### src/rtl/core/sspq_pkg.sv
// Shared types, constants and a helper function of the stable sorted priority queue.
`timescale 1ns / 1ps

package sspq_pkg;

    localparam int DEPTH  = 64;
    localparam int CNT_W  = $clog2(DEPTH + 1);
    localparam int HDL_W  = 16;
    localparam int PRIO_W = 32;
    localparam int OP_W   = 3;
    localparam int STS_W  = 2;
    localparam int OCNT_W = 7;

    localparam logic [OP_W-1:0] OP_INS_AFTER  = 3'd0;
    localparam logic [OP_W-1:0] OP_INS_BEFORE = 3'd1;
    localparam logic [OP_W-1:0] OP_POP_HEAD   = 3'd2;
    localparam logic [OP_W-1:0] OP_POP_TAIL   = 3'd3;
    localparam logic [OP_W-1:0] OP_FIND       = 3'd4;
    localparam logic [OP_W-1:0] OP_REMOVE     = 3'd5;

    localparam logic [STS_W-1:0] STS_OK       = 2'd0;
    localparam logic [STS_W-1:0] STS_EMPTY    = 2'd1;
    localparam logic [STS_W-1:0] STS_FULL     = 2'd2;
    localparam logic [STS_W-1:0] STS_NOTFOUND = 2'd3;

    typedef enum logic [1:0] {
        S_IDLE,
        S_CMP,
        S_COMMIT
    } t_state;

    // What a cell loads at the commit edge.
    typedef enum logic [1:0] {
        MV_KEEP,
        MV_LEFT,
        MV_RIGHT,
        MV_NEW
    } t_move;

    typedef struct packed {
        logic            cmp_en;
        logic [OP_W-1:0] op;
        t_move           move;
    } t_cell_ctl;

    // Bit i is set when any bit below i is set in v (log-depth prefix OR).
    function automatic logic [DEPTH-1:0] prefix_or_below(input logic [DEPTH-1:0] v);
        logic [DEPTH-1:0] x;
        x = v << 1;
        for (int k = 1; k < DEPTH; k = k * 2) begin
            x = x | (x << k);
        end
        return x;
    endfunction

endpackage

### src/rtl/core/sspq_cell.sv
// One storage cell of the sorted chain: holds an entry, compares it, and shifts with neighbors.
`timescale 1ns / 1ps

module sspq_cell
    import sspq_pkg::*;
(
    input  logic              i_clk,
    input  t_cell_ctl         i_ctl,
    input  logic [HDL_W-1:0]  i_req_handle,
    input  logic [PRIO_W-1:0] i_req_prio,
    input  logic [HDL_W-1:0]  i_left_handle,
    input  logic [PRIO_W-1:0] i_left_prio,
    input  logic [HDL_W-1:0]  i_right_handle,
    input  logic [PRIO_W-1:0] i_right_prio,
    output logic [HDL_W-1:0]  o_handle,
    output logic [PRIO_W-1:0] o_prio,
    output logic              o_flag
);

    logic [HDL_W-1:0]  r_handle;
    logic [PRIO_W-1:0] r_prio;
    logic              r_flag;
    logic              n_flag;

    // The flag means "shifts right" for inserts and "matches" for find and remove.
    always_comb begin
        unique case (i_ctl.op)
            OP_INS_AFTER:  n_flag = (r_prio > i_req_prio);
            OP_INS_BEFORE: n_flag = (r_prio >= i_req_prio);
            OP_FIND:       n_flag = (r_prio == i_req_prio);
            OP_REMOVE:     n_flag = (r_handle == i_req_handle);
            default:       n_flag = 1'b0;
        endcase
    end

    always_ff @(posedge i_clk) begin
        if (i_ctl.cmp_en) begin
            r_flag <= n_flag;
        end
        unique case (i_ctl.move)
            MV_KEEP: begin
            end
            MV_LEFT: begin
                r_handle <= i_left_handle;
                r_prio   <= i_left_prio;
            end
            MV_RIGHT: begin
                r_handle <= i_right_handle;
                r_prio   <= i_right_prio;
            end
            MV_NEW: begin
                r_handle <= i_req_handle;
                r_prio   <= i_req_prio;
            end
        endcase
    end

    assign o_handle = r_handle;
    assign o_prio   = r_prio;
    assign o_flag   = r_flag;

endmodule

### config.mk
export PLATFORM = sky130hd
export DESIGN_NAME = sspq_cell
export DESIGN_NICKNAME = d
export VERILOG_FILES = /design/src/rtl/core/sspq_pkg.sv /design/src/rtl/core/sspq_cell.sv
export SDC_FILE = /design/constraint.sdc
export NUM_CORES = 1
export LEC_CHECK = 0
export ABC_CLOCK_PERIOD_IN_PS = 2560
export BUFFER_PORTS_ARGS = -buffer_cell sky130_fd_sc_hd__buf_2
export CAP_MARGIN = 10
export CORE_MARGIN = 4
export CORE_UTILIZATION = 25
export CTS_CLUSTER_DIAMETER = 60
export DETAILED_ROUTE_END_ITERATION = 8
export HOLD_SLACK_MARGIN = 0.15
export PLACE_DENSITY_LB_ADDON = 0.15
export SYNTH_ARGS = -nofsm -noshare
export SYNTH_HDL_FRONTEND = slang
export SYNTH_SLANG_ARGS = --single-unit
### constraint.sdc
create_clock -name i_clk -period 2.56 [get_ports i_clk]
set_clock_uncertainty 0.1 [all_clocks]
set_input_delay 0 -clock i_clk [delete_from_list [all_inputs] [get_ports i_clk]]
set_output_delay 0 -clock i_clk [all_outputs]
set_load 0.05 [all_outputs]
==> results of run 1 <==
==> worst register-to-register path, cell delays in order, from the launching register on <==
cell and delay, ns:
edfxtp_1 0.39, ha_1 0.31, a21oi_1 0.15, o21ai_0 0.11, a221o_1 0.36, o31ai_1 0.28, and3_1 0.23, o21ai_2 0.06
==> registers in the layout (all words and copies together), names as in the netlist <==
name,cells
o_flag,1
o_handle,16
o_prio,32
==> through the flow <==
step,util (%),cells
finish,43.5,820
global route,43.5,820
CTS,43.5,820
detailed placement,34.9,710
global placement,34.9,710
floorplan,-,348
==> power by group <==
group          internal, uW  switching, uW
Clock                   365            288
Combinational           456            657
Sequential              996           52.2
Total                  1820            997
==> layout by cell type (no fill, tap or decap), types with 2 or more instances in the layout <==
cell           count
o21ai_0            3
mux2i_1           48
clkbuf_16          5
a21o_1             3
o31ai_1            2
nand4_1           11
buf_2            197
dlygate4sd3_1    102
buf_4              4
a21oi_1           60
clkbuf_1           3
xnor2_1           16
ha_1              32
nor2_1            52
nor2b_1            2
edfxtp_1          49
nand3_1            5
nand2_1            2
buf_12             2
inv_1             32
==> how the worst min path moves through the flow <==
stage                               start                to  slack (ns)  cells past startpoint
after detailed placement         i_ctl[5]  o_flag$_DFFE_PP_        0.16                      1
after floorplan                  i_ctl[5]  o_flag$_DFFE_PP_        0.01                      0
after global routing      i_req_handle[4]  o_flag$_DFFE_PP_        0.17                      4
after CTS                 i_req_handle[4]  o_flag$_DFFE_PP_        0.16                      4
final                     i_req_handle[4]  o_flag$_DFFE_PP_        0.15                      4
after global placement           i_ctl[5]  o_flag$_DFFE_PP_        0.17                      1
==> metal layers <==
metal  GRT usage [%]  up-vias  part of all wire, %
met3            3.56        8                  6.7
met1            17.8     1638                   45
li1                -     1849                    -
met4            2.46        0                 0.65
met5               0        -                    0
met2            26.6      129                   48
==> cell families after synthesis <==
family / share of synthesized area, %
simple gates: 11.0
compound gates: 11.6
buf+inv: 5.55
flops: 42.4
mux: 13.8
fa+ha+maj: 11.5
xor+xnor: 4.04
==> final cells by class <==
type,instances,share of cell area (%)
repair buffers,305,35.6
multi-input cells,250,31.0
well taps,176,3.78
inverters,32,2.06
flip-flops and latches,49,25.2
clock buffers,8,2.34
==> run summary, run 1 <==
Peak Freq -> 447 MHz
Register area share after synthesis -> 42.4%
RSZ-0062 raised after global routing -> no
Post-CTS sizing -> 0
Core area -> 0.0134 sq mm
Post-CTS Setup Bufs -> 0
Post-synth EDFFs -> 49
Number of synthesis warnings -> 0
Nets -> 826
Min-delay worst type -> primary input to flip-flop
WL per Instance -> 14.3 um
Port Buf Inserts -> 199
Multi-input gate area -> 0.00181 sq mm
Worst r2r dst -> o_flag$_DFFE_PP_
Worst path cell trace -> ha_1, a21oi_1, o21ai_0, a221o_1, o31ai_1, and3_1, o21ai_2
Total congestion overflow -> 0
Crit path depth -> 7
Initial antenna violation count -> 0
Rows -> 42
Layout fillers -> 1,355
Remaining antenna violation count -> 0
Router iterations before antenna repair -> 4
Status -> complete, no violations
GRT Util Overall -> 14.6%
Critical path data required time -> 2.50 ns
CP endpoint kind -> flip-flop
Final TNS setup -> 0 ns
RePlAce Congestion -> 0.794
Power Density -> 483 mW/mm^2
Maximum fanout along the worst path -> 2
Worst slew pin tran -> 0.376 ns
CP max-delay cell -> edfxtp_1
CP peak stage delay -> 0.39 ns
Hold_buf cts -> 102
Synthesized area per cell -> 9.97 sq um
Num CTS Buffers -> 5
Most frequent cells after synthesis -> 60 x a21oi_1, 52 x nor2_1, 49 x edfxtp_1
Htree depth -> 2
Initial DRC Count -> 68
Initial Util -> 25.9%
Root Driver -> clkbuf_16
RR Startpoint -> o_prio[5]$_DFFE_PP_
VDD IR max -> 235 uV
WP data arrival -> 2.18 ns
Placed instance area -> 0.00467 sq mm
FFs w/ async S/R, synth -> 0%
Longest Clk Path Bufs -> 2
Cell Area, Synth -> 0.00347 sq mm
Slew Viols, Final -> 0
Most frequent cell after synthesis -> a21oi_1
Reg area -> 0.00147 sq mm
IO Pins -> 200
DP HPWL -> 8890 um
WHS -> 0.153 ns
DRC Markers -> 0
Synth area leaders -> edfxtp_1 42%, mux2i_1 14%, ha_1 12%
Number of synthesized register bits -> 49
Reg clk slew, reported paths -> 0.07 ns
Skew-Pair Late Insertion Delay -> 0.29 ns
Reg2Reg Setup Slack -> 0.32 ns
Routed wire length -> 11,700 um
Vias -> 3,624
Design area -> 0.00583 sq mm
Final Power -> 2810 uW
Yosys top cell area share -> 42.4%
Net Count, Synth -> 531
Synth cell types -> 31
Rel. slew slack -> 74.3%
Die Ht -> 126 um
Pre-CTS setup slack -> 0.303 ns
Critical Path End -> o_flag$_DFFE_PP_
Finish-stage setup viols -> 0
Count of final hold-check violations -> 0
Buf/Inv on CP -> 0
Final period utilization -> 87.4%
Layout area overhead -> 68.0%
Die Area -> 0.0158 sq mm
Number of vias per cell -> 4.42
CP delay by family, top -> compound AO/OA/AOI/OAI gates
Worst reg2reg path depth -> 7
CP Launch Type -> flip-flop
PnR worst setup slack -> 0.322 ns
Max-Cap Viols -> 0
Crit path from -> o_prio[5]$_DFFE_PP_
Dominant cell type by area after synthesis -> edfxtp_1
Setup CP Type -> flip-flop to flip-flop
Leak -> 0.00278 uW
Largest net degree at the start of global routing -> 97
Clock sinks -> 49
Share of cells above drive strength 1 -> 32.9%
Ant diodes -> 0
Main synth FF type -> edfxtp_1
Vias in the first global route -> 3,914
CTS tree -> yes
Die X -> 126 um
First-pass GRT wire length -> 18,800 um
Final min period -> 2.24 ns
Synth Instances -> 348
Note: power is estimated with default switching activity, not from simulation.
==> run 2, diff against run 1 <==
--- a/config.mk
+++ b/config.mk
@@ -14,6 +14,7 @@
 export DETAILED_ROUTE_END_ITERATION = 8
 export HOLD_SLACK_MARGIN = 0.15
 export PLACE_DENSITY_LB_ADDON = 0.15
+export RECOVER_POWER = 100
 export SYNTH_ARGS = -nofsm -noshare
 export SYNTH_HDL_FRONTEND = slang
 export SYNTH_SLANG_ARGS = --single-unit
==> run 2 against run 1 <==
Against the previous run: via count fell by 0.55%; total power fell by 0.87%; sequential cell count did not move; final cell count did not move; sequential share of layout area rose by 0.37 points; critical path depth did not move.
==> run summary, run 2 (same netlist as run 1, synthesis figures left out) <==
DRC Markers -> 0
RSZ-0062 raised after global routing -> no
Flip-flop count of the largest register after layout -> 32
Die Area -> 0.0158 sq mm
Vias in the first global route -> 3,914
Critical path data required time -> 2.50 ns
Number of vias per cell -> 4.40
Root Driver -> clkbuf_16
Setup CP Type -> flip-flop to flip-flop
Rel. slew slack -> 25.5%
Pre-CTS setup slack -> 0.303 ns
PnR worst setup slack -> 0.318 ns
GRT Util Overall -> 14.6%
Clock sinks -> 49
Layout area overhead -> 65.6%
Num CTS Buffers -> 5
Vias -> 3,604
CTS tree -> yes
Remaining antenna violation count -> 0
WHS -> 0.154 ns
Core area -> 0.0134 sq mm
Routing usage on met1 -> 17.8%
CP Launch Type -> flip-flop
CP peak stage delay -> 0.39 ns
DP HPWL -> 8890 um
Ant diodes -> 0
Most Crowded Layer GR -> met2
Maximum fanout along the worst path -> 2
VDD IR max -> 233 uV
Reg2Reg Setup Slack -> 0.32 ns
Final Power -> 2790 uW
Finish-stage setup viols -> 0
Final TNS setup -> 0 ns
Layout fillers -> 1,375
WP data arrival -> 2.18 ns
Share of cells above drive strength 1 -> 24.8%
First-pass GRT wire length -> 18,800 um
CP delay by family, top -> compound AO/OA/AOI/OAI gates
Status -> complete, no violations
Initial antenna violation count -> 0
Skew-Pair Late Insertion Delay -> 0.29 ns
Worst path cell trace -> ha_1, a21oi_1, o21ai_0, a221o_1, o31ai_1, and3_1, o21ai_2
Largest net degree at the start of global routing -> 97
Router iterations before antenna repair -> 4
Initial Util -> 25.9%
CP endpoint kind -> flip-flop
Peak Freq -> 446 MHz
Die X -> 126 um
Final Util -> 42.9%
Commonest non-fill, non-tap cells in the layout -> 147 x buf_2, 102 x dlygate4sd3_1, 60 x a21oi_1
Total congestion overflow -> 0
WL per Instance -> 14.3 um
CP max-delay cell -> edfxtp_1
Buf/Inv on CP -> 0
Initial DRC Count -> 66
Final period utilization -> 87.6%
RePlAce Congestion -> 0.794
Die Ht -> 126 um
Slew Viols, Final -> 0
Routed wire length -> 11,800 um
Leak -> 0.00263 uW
Longest Clk Path Bufs -> 2
Met2 GRT Util -> 26.6%
Met3 Usage GRT -> 3.56%
Nets -> 826
Max-Cap Viols -> 0
Worst slew pin tran -> 1.12 ns
Most common cell after layout, fill and taps aside -> buf_2
Power Density -> 485 mW/mm^2
Port Buf Inserts -> 199
Count of final hold-check violations -> 0
Min-delay worst type -> primary input to flip-flop
Reg clk slew, reported paths -> 0.07 ns
IO Pins -> 200
Final min period -> 2.24 ns
Htree depth -> 2
Rows -> 42
[run 2: repair_timing]
item	in CTS	in global routing
setup buffers	0	0
gates resized for setup	0	0
hold endpoints to repair	50	0
hold buffers	102	0
[run 2: metrics by stage]
step	std cells	area, sq um
4_1_cts	820	5830
5_1_grt	820	5750
3_3_place_gp	710	4670
3_5_place_dp	710	4670
6_report	820	5750
2_1_floorplan	348	3470
[run 2: path summary, 6_finish.rpt]
kind,start,to,cells past startpoint
worst min-delay path,i_req_handle[4],o_flag$_DFFE_PP_,4
worst max register to register,o_prio[5]$_DFFE_PP_,o_flag$_DFFE_PP_,7
worst min register to register,o_handle[13]$_DFFE_PP_,o_flag$_DFFE_PP_,3
worst max-delay path,o_prio[5]$_DFFE_PP_,o_flag$_DFFE_PP_,7
[run 2: layout make-up]
| type | count | area, sq um | share of cell area [%] |
|---|---|---|---|
| clock buffer | 8 | 136 | 2.37 |
| inverter | 32 | 120 | 2.09 |
| timing repair buffer | 305 | 1990 | 34.7 |
| sequential | 49 | 1470 | 25.6 |
| tap | 176 | 220 | 3.83 |
| multi-input combinational | 250 | 1810 | 31.4 |
[run 2: worst reg2reg max path: stages (launching register included)]
cell and delay, ns:
edfxtp_1 0.39, ha_1 0.31, a21oi_1 0.15, o21ai_0 0.11
a221o_1 0.36, o31ai_1 0.28, and3_1 0.23, o21ai_2 0.06
[run 2: where the power goes]
part	total, uW	switching (uW)	leakage, uW	internal, uW
logic	1080	657	0.00207	426
registers	1050	55.4	0.000494	998
clock network	653	288	0.0000652	365
[run 2: metal layers]
| layer | wire [um] | part of all wire [%] |
|---|---|---|
| met3 | 769 | 6.5 |
| met1 | 5260 | 45 |
| met4 | 75 | 0.64 |
| met2 | 5660 | 48 |
| met5 | 0 | 0 |
